### src/hw/rtl/bdlp_pkg.sv
// Shared types, constants and register codes for the button debounce and long-press unit.
// No dependencies; every other file in this folder refers to it by scoped names.
`default_nettype none

package bdlp_pkg;

   localparam int NUM_BUTTONS   = 2;
   localparam int BTN_ID_BITS   = 1;
   localparam int TIME_BITS_DEF = 32;
   localparam int NOW_BITS      = 32;
   localparam int DUR_BITS      = 32;
   localparam int DEB_BITS      = 16;
   localparam int LONG_BITS     = 16;
   localparam int MS_BITS       = 10;
   localparam int EV_BITS       = 2;
   localparam int SLOTS         = 2 * NUM_BUTTONS;
   localparam int SLOT_BITS     = $clog2(SLOTS);
   localparam int CSR_IDX_BITS  = 2;
   localparam int CSR_DATA_BITS = 16;

   localparam logic [CSR_IDX_BITS-1:0] CSR_POLARITY   = 2'd0;
   localparam logic [CSR_IDX_BITS-1:0] CSR_DEBOUNCE   = 2'd1;
   localparam logic [CSR_IDX_BITS-1:0] CSR_LONG_PRESS = 2'd2;
   localparam logic [CSR_IDX_BITS-1:0] CSR_MS_PER_TICK = 2'd3;

   localparam logic [NUM_BUTTONS-1:0] POLARITY_RST  = 2'd2;
   localparam logic [DEB_BITS-1:0]    DEBOUNCE_RST  = 16'd30;
   localparam logic [LONG_BITS-1:0]   LONG_RST      = 16'd800;
   localparam logic [MS_BITS-1:0]     MS_PER_TICK_RST = 10'd1;

   typedef enum logic [EV_BITS-1:0] {
      EV_PRESS   = 2'd0,
      EV_RELEASE = 2'd1,
      EV_CLICK   = 2'd2,
      EV_LONG    = 2'd3
   } ev_code_type;

   typedef struct packed {
      logic [DEB_BITS-1:0]  debounce;
      logic [LONG_BITS-1:0] long_time;
   } lane_cfg_type;

   // Up to two events per button and tick: slot a comes first, slot b second.
   typedef struct packed {
      logic        a_valid;
      ev_code_type a_code;
      logic        b_valid;
      ev_code_type b_code;
   } lane_ev_type;

endpackage

`default_nettype wire

### src/hw/rtl/bdlp_req_if.sv
// Input channel: one poll tick with the raw pin levels and the tick count.
// Depends on bdlp_pkg for field widths.
`default_nettype none

interface bdlp_req_if;
   logic                                valid;
   logic                                ready;
   logic [bdlp_pkg::NUM_BUTTONS-1:0]    raw_levels;
   logic [bdlp_pkg::NOW_BITS-1:0]       now_ticks;

   modport source (output valid, output raw_levels, output now_ticks, input ready);
   modport sink   (input valid, input raw_levels, input now_ticks, output ready);
endinterface

`default_nettype wire

### src/hw/rtl/bdlp_rsp_if.sv
// Result channel: one button event per transaction.
// Depends on bdlp_pkg for field widths.
`default_nettype none

interface bdlp_rsp_if;
   logic                              valid;
   logic                              ready;
   logic [bdlp_pkg::BTN_ID_BITS-1:0]  button_id;
   logic [bdlp_pkg::EV_BITS-1:0]      event_type;
   logic [bdlp_pkg::DUR_BITS-1:0]     elapsed_ms;
   logic                              last;

   modport source (output valid, output button_id, output event_type, output elapsed_ms,
                   output last, input ready);
   modport sink   (input valid, input button_id, input event_type, input elapsed_ms,
                   input last, output ready);
endinterface

`default_nettype wire

### src/hw/rtl/bdlp_lane.sv
// One button lane: debounce state, press timing and the events of one tick.
// Depends on bdlp_pkg.
`default_nettype none

module bdlp_lane #(
   parameter int TIME_BITS = bdlp_pkg::TIME_BITS_DEF
) (
   input  wire logic                  clock,
   input  wire logic                  reset,
   input  wire logic                  accept,
   input  wire logic                  level,
   input  wire logic                  polarity,
   input  wire logic [TIME_BITS-1:0]  now,
   input  wire bdlp_pkg::lane_cfg_type cfg,
   output bdlp_pkg::lane_ev_type      ev,
   output logic      [TIME_BITS-1:0]  dur_a,
   output logic      [TIME_BITS-1:0]  dur_b
);

   logic                 raw_ff, raw_in;
   logic                 stable_ff, stable_in;
   logic                 long_sent_ff, long_sent_in;
   logic [TIME_BITS-1:0] changed_ff, changed_in;
   logic [TIME_BITS-1:0] start_ff, start_in;

   logic                 pressed;
   logic                 raw_chg;
   logic                 stab_chg;
   logic                 new_press;
   logic                 new_release;
   logic                 long_clear;
   logic                 fire_long;
   logic                 click;
   logic [TIME_BITS-1:0] raw_diff;
   logic [TIME_BITS-1:0] press_diff;
   logic [TIME_BITS-1:0] long_diff;

   always_comb begin
      pressed     = (level == polarity);
      raw_chg     = (pressed != raw_ff);
      // A fresh raw change is timestamped now, so its age is zero.
      raw_diff    = raw_chg ? '0 : (now - changed_ff);
      press_diff  = now - start_ff;
      stab_chg    = (pressed != stable_ff) && (raw_diff >= TIME_BITS'(cfg.debounce));
      new_press   = stab_chg && pressed;
      new_release = stab_chg && !pressed;
      stable_in   = stab_chg ? pressed : stable_ff;
      long_clear  = new_press ? 1'b0 : long_sent_ff;
      long_diff   = new_press ? '0 : press_diff;
      fire_long   = stable_in && !long_clear && (long_diff >= TIME_BITS'(cfg.long_time));
      click       = new_release && !long_sent_ff;

      raw_in       = pressed;
      changed_in   = raw_chg ? now : changed_ff;
      start_in     = new_press ? now : start_ff;
      long_sent_in = long_clear || fire_long;

      ev.a_valid = stab_chg || fire_long;
      ev.a_code  = new_press   ? bdlp_pkg::EV_PRESS :
                   new_release ? bdlp_pkg::EV_RELEASE : bdlp_pkg::EV_LONG;
      dur_a      = new_press ? '0 : press_diff;
      ev.b_valid = (new_press && fire_long) || click;
      ev.b_code  = click ? bdlp_pkg::EV_CLICK : bdlp_pkg::EV_LONG;
      dur_b      = click ? press_diff : '0;
   end

   always_ff @(posedge clock) begin
      if (reset) begin
         raw_ff       <= 1'b0;
         stable_ff    <= 1'b0;
         long_sent_ff <= 1'b0;
         changed_ff   <= '0;
         start_ff     <= '0;
      end else if (accept) begin
         raw_ff       <= raw_in;
         stable_ff    <= stable_in;
         long_sent_ff <= long_sent_in;
         changed_ff   <= changed_in;
         start_ff     <= start_in;
      end
   end

endmodule

`default_nettype wire

### src/hw/rtl/bdlp_merge.sv
// Merging stage: holds one tick's events from all lanes and sends them in order, one per
// cycle unless rsp_ch stalls, scaling durations to ms. Depends on bdlp_pkg, bdlp_rsp_if.
`default_nettype none

module bdlp_merge #(
   parameter int TIME_BITS = bdlp_pkg::TIME_BITS_DEF
) (
   input  wire logic                            clock,
   input  wire logic                            reset,
   input  wire logic                            accept,
   input  wire bdlp_pkg::lane_ev_type           ev    [bdlp_pkg::NUM_BUTTONS],
   input  wire logic [TIME_BITS-1:0]            dur_a [bdlp_pkg::NUM_BUTTONS],
   input  wire logic [TIME_BITS-1:0]            dur_b [bdlp_pkg::NUM_BUTTONS],
   input  wire logic [bdlp_pkg::MS_BITS-1:0]    ms_per_tick,
   output logic                                 take_ok,
   bdlp_rsp_if.source                           rsp_ch
);

   localparam int SLOTS     = bdlp_pkg::SLOTS;
   localparam int SLOT_BITS = bdlp_pkg::SLOT_BITS;
   localparam int PROD_BITS = bdlp_pkg::DUR_BITS + bdlp_pkg::MS_BITS;

   logic [SLOTS-1:0]                  pending_ff, pending_in;
   bdlp_pkg::ev_code_type             slot_code_ff [SLOTS];
   logic [TIME_BITS-1:0]              slot_dur_ff  [SLOTS];

   logic                              out_valid_ff, out_valid_in;
   logic [bdlp_pkg::BTN_ID_BITS-1:0]  out_id_ff;
   bdlp_pkg::ev_code_type             out_code_ff;
   logic [bdlp_pkg::DUR_BITS-1:0]     out_dur_ff;
   logic                              out_last_ff;

   logic [SLOT_BITS-1:0]              pick;
   logic [SLOTS-1:0]                  pick_oh;
   logic [SLOTS-1:0]                  rest;
   logic                              load_out;
   logic [SLOTS-1:0]                  new_pending;
   logic [PROD_BITS-1:0]              prod;
   logic [bdlp_pkg::DUR_BITS-1:0]     dur_ms;

   // Lowest pending slot goes first: button order, then slot a before slot b.
   always_comb begin
      pick = '0;
      for (int k = SLOTS - 1; k >= 0; k--) begin
         if (pending_ff[k]) begin
            pick = SLOT_BITS'(k);
         end
      end
      pick_oh  = SLOTS'(1) << pick;
      rest     = pending_ff & ~pick_oh;
      load_out = (|pending_ff) && (!out_valid_ff || rsp_ch.ready);
      take_ok  = load_out ? (rest == '0) : (pending_ff == '0);

      for (int i = 0; i < bdlp_pkg::NUM_BUTTONS; i++) begin
         new_pending[2*i]     = ev[i].a_valid;
         new_pending[2*i + 1] = ev[i].b_valid;
      end

      if (accept) begin
         pending_in = new_pending;
      end else if (load_out) begin
         pending_in = rest;
      end else begin
         pending_in = pending_ff;
      end

      prod   = PROD_BITS'(bdlp_pkg::DUR_BITS'(slot_dur_ff[pick])) * PROD_BITS'(ms_per_tick);
      dur_ms = (|prod[PROD_BITS-1:bdlp_pkg::DUR_BITS]) ? '1 : prod[bdlp_pkg::DUR_BITS-1:0];

      if (load_out) begin
         out_valid_in = 1'b1;
      end else if (rsp_ch.ready) begin
         out_valid_in = 1'b0;
      end else begin
         out_valid_in = out_valid_ff;
      end
   end

   always_ff @(posedge clock) begin
      if (reset) begin
         pending_ff   <= '0;
         out_valid_ff <= 1'b0;
      end else begin
         pending_ff   <= pending_in;
         out_valid_ff <= out_valid_in;
      end
   end

   always_ff @(posedge clock) begin
      if (accept) begin
         for (int i = 0; i < bdlp_pkg::NUM_BUTTONS; i++) begin
            slot_code_ff[2*i]     <= ev[i].a_code;
            slot_dur_ff[2*i]      <= dur_a[i];
            slot_code_ff[2*i + 1] <= ev[i].b_code;
            slot_dur_ff[2*i + 1]  <= dur_b[i];
         end
      end
      if (load_out) begin
         out_id_ff   <= bdlp_pkg::BTN_ID_BITS'(pick >> 1);
         out_code_ff <= slot_code_ff[pick];
         out_dur_ff  <= dur_ms;
         out_last_ff <= (rest == '0);
      end
   end

   assign rsp_ch.valid      = out_valid_ff;
   assign rsp_ch.button_id  = out_id_ff;
   assign rsp_ch.event_type = out_code_ff;
   assign rsp_ch.elapsed_ms = out_dur_ff;
   assign rsp_ch.last       = out_last_ff;

endmodule

`default_nettype wire

### src/hw/rtl/button_debounce_long_press_unit.sv
// Top level of the button debounce and long-press unit: configuration registers,
// one lane per button and the merging stage. Depends on bdlp_pkg, bdlp_req_if,
// bdlp_rsp_if, bdlp_lane and bdlp_merge.
//
//   channel  direction  contents
//   req_ch   in         raw_levels, now_ticks (one poll tick)
//   rsp_ch   out        button_id, event_type, elapsed_ms, last (one event)
//   csr_*    in         csr_wr_en, csr_index, csr_wdata (register writes)
//
// All lanes evaluate a tick in the cycle it is accepted; its events (zero to four)
// then leave the output register one per cycle while rsp_ch is not stalled, and the next
// tick is taken in the cycle its last event is loaded.
// Reset is synchronous and restores the register defaults and the released state.
// A stalled result channel holds the output register and, while events wait, req_ch.ready.
`default_nettype none

module button_debounce_long_press_unit #(
   parameter int TIME_BITS = bdlp_pkg::TIME_BITS_DEF
) (
   input  wire logic                                 clock,
   input  wire logic                                 reset,
   bdlp_req_if.sink                                  req_ch,
   bdlp_rsp_if.source                                rsp_ch,
   input  wire logic                                 csr_wr_en,
   input  wire logic [bdlp_pkg::CSR_IDX_BITS-1:0]    csr_index,
   input  wire logic [bdlp_pkg::CSR_DATA_BITS-1:0]   csr_wdata
);

   localparam int NB = bdlp_pkg::NUM_BUTTONS;

   logic [NB-1:0]                   polarity_ff;
   logic [bdlp_pkg::DEB_BITS-1:0]   debounce_ff;
   logic [bdlp_pkg::LONG_BITS-1:0]  long_ff;
   logic [bdlp_pkg::MS_BITS-1:0]    ms_per_tick_ff;

   logic                            accept;
   logic                            take_ok;
   bdlp_pkg::lane_cfg_type          lane_cfg;
   bdlp_pkg::lane_ev_type           lane_ev    [NB];
   logic [TIME_BITS-1:0]            lane_dur_a [NB];
   logic [TIME_BITS-1:0]            lane_dur_b [NB];

   always_ff @(posedge clock) begin
      if (reset) begin
         polarity_ff    <= bdlp_pkg::POLARITY_RST;
         debounce_ff    <= bdlp_pkg::DEBOUNCE_RST;
         long_ff        <= bdlp_pkg::LONG_RST;
         ms_per_tick_ff <= bdlp_pkg::MS_PER_TICK_RST;
      end else if (csr_wr_en) begin
         unique case (csr_index)
            bdlp_pkg::CSR_POLARITY: begin
               polarity_ff <= csr_wdata[NB-1:0];
            end
            bdlp_pkg::CSR_DEBOUNCE: begin
               debounce_ff <= csr_wdata[bdlp_pkg::DEB_BITS-1:0];
            end
            bdlp_pkg::CSR_LONG_PRESS: begin
               long_ff <= csr_wdata[bdlp_pkg::LONG_BITS-1:0];
            end
            bdlp_pkg::CSR_MS_PER_TICK: begin
               ms_per_tick_ff <= csr_wdata[bdlp_pkg::MS_BITS-1:0];
            end
         endcase
      end
   end

   assign accept             = req_ch.valid && take_ok;
   assign req_ch.ready       = take_ok;
   assign lane_cfg.debounce  = debounce_ff;
   assign lane_cfg.long_time = long_ff;

   for (genvar i = 0; i < NB; i++) begin : g_lane
      bdlp_lane #(
         .TIME_BITS (TIME_BITS)
      ) u_lane (
         .clock    (clock),
         .reset    (reset),
         .accept   (accept),
         .level    (req_ch.raw_levels[i]),
         .polarity (polarity_ff[i]),
         .now      (req_ch.now_ticks[TIME_BITS-1:0]),
         .cfg      (lane_cfg),
         .ev       (lane_ev[i]),
         .dur_a    (lane_dur_a[i]),
         .dur_b    (lane_dur_b[i])
      );
   end

   bdlp_merge #(
      .TIME_BITS (TIME_BITS)
   ) u_merge (
      .clock       (clock),
      .reset       (reset),
      .accept      (accept),
      .ev          (lane_ev),
      .dur_a       (lane_dur_a),
      .dur_b       (lane_dur_b),
      .ms_per_tick (ms_per_tick_ff),
      .take_ok     (take_ok),
      .rsp_ch      (rsp_ch)
   );

`ifndef ASSERT_OFF
   // A press is reported the moment it becomes stable, so it carries no duration.
   a_press_zero: assert property (@(posedge clock) disable iff (reset)
      (rsp_ch.valid && rsp_ch.event_type == bdlp_pkg::EV_PRESS) |-> rsp_ch.elapsed_ms == '0)
      else $error("press event with non-zero duration");

   // While a transaction that is not the last of its tick is stalled, no new tick may enter.
   a_hold_input: assert property (@(posedge clock) disable iff (reset)
      (rsp_ch.valid && !rsp_ch.ready && !rsp_ch.last) |-> !req_ch.ready)
      else $error("new tick accepted while events of the previous one wait");

   a_reset_idle: assert property (@(posedge clock)
      reset |=> !rsp_ch.valid)
      else $error("result valid straight after reset");
`endif

endmodule

`default_nettype wire

### src/flat_wrapper.sv
// flat-port wrapper written by rule: the top's interface ports become plain ports
module button_debounce_long_press_unit_flat 
#(
   parameter int TIME_BITS = bdlp_pkg::TIME_BITS_DEF
)
  (clock, reset, csr_wr_en, csr_index, csr_wdata, req_ch_valid, req_ch_raw_levels, req_ch_now_ticks, req_ch_ready, rsp_ch_valid, rsp_ch_button_id, rsp_ch_event_type, rsp_ch_elapsed_ms, rsp_ch_last, rsp_ch_ready);
  bdlp_req_if req_ch_i ();
  bdlp_rsp_if rsp_ch_i ();
  input  wire logic clock;
  input  wire logic reset;
  input  wire logic csr_wr_en;
  input  wire logic [bdlp_pkg::CSR_IDX_BITS-1:0] csr_index;
  input  wire logic [bdlp_pkg::CSR_DATA_BITS-1:0] csr_wdata;
  input wire logic [$bits(req_ch_i.valid)-1:0] req_ch_valid;
  input wire logic [$bits(req_ch_i.raw_levels)-1:0] req_ch_raw_levels;
  input wire logic [$bits(req_ch_i.now_ticks)-1:0] req_ch_now_ticks;
  output wire logic [$bits(req_ch_i.ready)-1:0] req_ch_ready;
  output wire logic [$bits(rsp_ch_i.valid)-1:0] rsp_ch_valid;
  output wire logic [$bits(rsp_ch_i.button_id)-1:0] rsp_ch_button_id;
  output wire logic [$bits(rsp_ch_i.event_type)-1:0] rsp_ch_event_type;
  output wire logic [$bits(rsp_ch_i.elapsed_ms)-1:0] rsp_ch_elapsed_ms;
  output wire logic [$bits(rsp_ch_i.last)-1:0] rsp_ch_last;
  input wire logic [$bits(rsp_ch_i.ready)-1:0] rsp_ch_ready;
  assign req_ch_i.valid = req_ch_valid;
  assign req_ch_i.raw_levels = req_ch_raw_levels;
  assign req_ch_i.now_ticks = req_ch_now_ticks;
  assign req_ch_ready = req_ch_i.ready;
  assign rsp_ch_valid = rsp_ch_i.valid;
  assign rsp_ch_button_id = rsp_ch_i.button_id;
  assign rsp_ch_event_type = rsp_ch_i.event_type;
  assign rsp_ch_elapsed_ms = rsp_ch_i.elapsed_ms;
  assign rsp_ch_last = rsp_ch_i.last;
  assign rsp_ch_i.ready = rsp_ch_ready;
  button_debounce_long_press_unit #(.TIME_BITS(TIME_BITS)) u_core (.clock(clock), .reset(reset), .req_ch(req_ch_i), .rsp_ch(rsp_ch_i), .csr_wr_en(csr_wr_en), .csr_index(csr_index), .csr_wdata(csr_wdata));
endmodule
### config.mk
export PLATFORM = sky130hd
export DESIGN_NAME = button_debounce_long_press_unit_flat
export DESIGN_NICKNAME = d
export VERILOG_FILES = /design/src/hw/rtl/bdlp_pkg.sv /design/src/hw/rtl/bdlp_req_if.sv /design/src/hw/rtl/bdlp_rsp_if.sv /design/src/hw/rtl/bdlp_lane.sv /design/src/hw/rtl/bdlp_merge.sv /design/src/hw/rtl/button_debounce_long_press_unit.sv /design/src/flat_wrapper.sv
export SDC_FILE = /design/constraint.sdc
export NUM_CORES = 2
export LEC_CHECK = 0
export CAP_MARGIN = 20
export CORE_MARGIN = 2
export CORE_UTILIZATION = 55
export DETAILED_ROUTE_END_ITERATION = 6
export DONT_BUFFER_PORTS = 1
export GPL_ROUTABILITY_DRIVEN = 0
export PLACE_DENSITY = 0.75
export SLEW_MARGIN = 30
export SYNTH_ARGS = -nofsm -noshare
export SYNTH_HDL_FRONTEND = slang
export SYNTH_SLANG_ARGS = --single-unit
### constraint.sdc
create_clock -name clock -period 15.7 [get_ports clock]
set_input_delay 0.785 -clock clock [delete_from_list [all_inputs] [get_ports clock]]
set_output_delay 0.785 -clock clock [all_outputs]
set_load 0.02 [all_outputs]
==> impl_metrics.ini <==
[yosys]
postSynth.asyncResetShare_pct = 0
ys_ff_latch = 353
synth_fp_nets = 4321
synth_ff_type = dfxtp_1
synth.distinct_cells = 91
synth_seq_area_share_pct = 26.7
syn_inst = 3757
ys_warn_count = 0
synth-edff-count = 170
synth_area_per_cell_sq_um = 8.74
netlist_area_sq_um = 32800

[sta]
hold_viol_final = 0
timing.setup.tns_ns = 0
max_freq_mhz = 113
rsz0062_at_grt = no
hold_slack_ns = 0.277
fin_skew_ns = 0.0172
drv_slew = 0
max-slew-margin-rel_pct = 37.7
finalCriticalPeriod_ns = 8.87
fin_crit_sh_pct = 56.5
worstMarginPinSlew_ns = 0.935
setup_violations = 0

[place]
portBuffers = 0
dp.cells = 4410
dpl.hpwl_mm = 62.4

[routing]
drt_iter0_drc = 2065
post-route-drc-count = 0
dr.pass1.iters = 6
drtAntennaViolNets = 0
vias_per_cell = 5.87
drt_wl_total_mm = 82.2
vias = 26300
avgRoutedWirePerCell_um = 18.3

[global_route]
grt_use_met1_pct = 34.3
grt_util_met2_pct = 46.3
grt_pass1_vias = 26200
antenna_found_initial = 1
grt_first_pass_wirelength_mm = 134
grt_util_all_layers_pct = 27.2
busiest_layer = met2
grt_max_degree = 174
gr-total-overflow = 0
grt_use_met3_pct = 4.38

[floorplanning]
die_w_um = 248
num_rows = 89
die_height_um = 248
core_area_sq_um = 59000
io_pins = 95
start_util_pct = 55.7
die_area_sq_um = 61700

[run_status]
status = complete, no violations

[cells_and_area]
instances_no_fill = 4484
nNetsFinal = 4244
insertedDiodeCount = 0
drive_gt1_share_pct = 4.85
final_common_cell = nand2_1
final_cell_mix = nand2_1 (472), inv_1 (469), nor2_1 (316), a21oi_1 (281), ha_1 (265)
synthToLayoutAreaGrowth_pct = 6.16

[clock_network]
numClockSinks = 353
post_cts.repair.setup_buffers = 0
clk_path_buf_depth = 3
clock-root-buffer = clkbuf_16
ctsHoldBuffers = 0
cts_resized = 0
clk_transition_reported_paths_ns = 0.06
cts_buffers = 41
cts_tree = yes
clk_latency_ns = 0.58
cts_max_level = 2

[worst_setup_path]
crit_fanout = 33
cp.arrival_ns = 9.19
start_kind = flip-flop
cp_slowest_cell = mux4_2
critPathRequiredTime_ns = 16.01
slowest_delay_ns = 0.70
end_kind = flip-flop
path_delay_family = adder cells
worstSetupPathType = flip-flop to flip-flop
critPathBufInv = 7

[min_path]
hp-class = input pin to flip-flop

[pwr]
p_leak_uw = 0.0145
peakVddDrop_mv = 0.188
power_density_nw_per_um2 = 145

[run]
drv_cap = 0
state kept, by name, summed over array words and instances, names as in the netlist, 4 cells and up:
signal and flops:
u_core.u_merge.pending_ff 4, u_core.long_ff 16, u_core.g_lane.u_lane.changed_ff 64, u_core.u_merge.slot_dur_ff 128, u_core.ms_per_tick_ff 10, u_core.u_merge.rsp_ch.elapsed_ms 32
u_core.g_lane.u_lane.start_ff 64, u_core.debounce_ff 16, u_core.u_merge.slot_code_ff 6
kinds of logic after synthesis:
group,after synthesis,share of synthesized area (%)
compound gates,741,14.3
xor+xnor,133,3.55
fa+ha+maj,509,24.9
buf+inv,616,7.21
flops,353,26.7
mux,111,4.65
simple gates,1294,18.7
synth_stat cells, drive strengths merged, types with 7 or more instances:
master	n	area, sq um
a2111oi	10	106
a211o	10	87.6
a211oi	31	250
a21boi	10	75.1
a21o	92	691
a21oi	285	1440
a31o	8	78.8
a31oi	26	163
and2	190	1190
and3	26	163
and4	10	87.6
buf	23	141
clkbuf	123	462
dfxtp	183	3660
edfxtp	170	5100
fa	242	4840
ha	265	3320
inv	469	1760
mux2i	76	761
mux4	33	743
nand2	474	1780
nand2b	33	206
nand3	47	235
nand4	60	375
nor2	319	1200
nor2b	22	138
nor3	42	233
o211ai	28	210
o21a	26	195
o21ai	121	606
o21bai	22	165
o22ai	8	50.1
o31ai	10	75.1
or2	19	119
or3	11	68.8
or4	7	56.3
xnor2	73	639
xor2	60	526
final timing paths:
kind	from	to	slack (ns)	cells after the start
worst max-delay path	u_core.u_merge.pending_ff[2]$_SDFFE_PP0P_	u_core.u_merge.rsp_ch.elapsed_ms[10]$_SDFFCE_PP1P_	6.83	28
worst min-delay path	reset	u_core.g_lane[1].u_lane.changed_ff[19]$_SDFFE_PP0P_	0.28	1
worst max register to register	u_core.u_merge.pending_ff[2]$_SDFFE_PP0P_	u_core.u_merge.rsp_ch.elapsed_ms[10]$_SDFFCE_PP1P_	6.83	28
worst min register to register	u_core.g_lane[1].u_lane.changed_ff[15]$_SDFFE_PP0P_	u_core.g_lane[1].u_lane.changed_ff[15]$_SDFFE_PP0P_	0.45	2
where the power goes:
part / internal (uW) / switching (uW) / leakage (uW)
combinational: 1000 / 1650 / 0.0107
sequential: 1260 / 137 / 0.00314
clock: 584 / 407 / 0.000674
total: 2850 / 2190 / 0.0145
routing by layer:
metal,share of wire [%],wire length [um]
met1,42,34500
met2,47,39000
met3,6.2,5120
met4,4.3,3570
met5,0.0097,8
metrics by stage:
| stage | utilization (%) | power, uW | worst slack (ns) | area, sq um |
|---|---|---|---|---|
| 4_1_cts | 59.1 | 5050 | 6.80 | 34900 |
| 6_report | 59.1 | 5040 | 6.83 | 34900 |
| 2_1_floorplan | - | 3390 | 7.69 | 32800 |
| 3_5_place_dp | 56.7 | 4050 | 6.82 | 33500 |
| 3_3_place_gp | 56.7 | 3970 | 6.96 | 33400 |
| 5_1_grt | 59.1 | 5440 | 6.29 | 34900 |
worst reg2reg max path: cells and delay by family (launching register included):
family	cells	cell delay (ns)
buffers and inverters	7	1.22
adders and majority gates	6	3.00
AOI/OAI and AO/OA	8	1.42
and+or+nand+nor	6	1.92
muxes	1	0.72
DFF	1	0.35
layout make-up:
cell class / count / area [sq um]
fill: 5201 / 24100
clock inverter: 28 / 310
multi-input combinational: 2788 / 21800
timing repair buffer: 26 / 215
clock buffer: 46 / 1090
sequential: 353 / 8770
inverter: 470 / 1770
tap: 773 / 967
No activity file was read; power rests on OpenSTA's default activity.
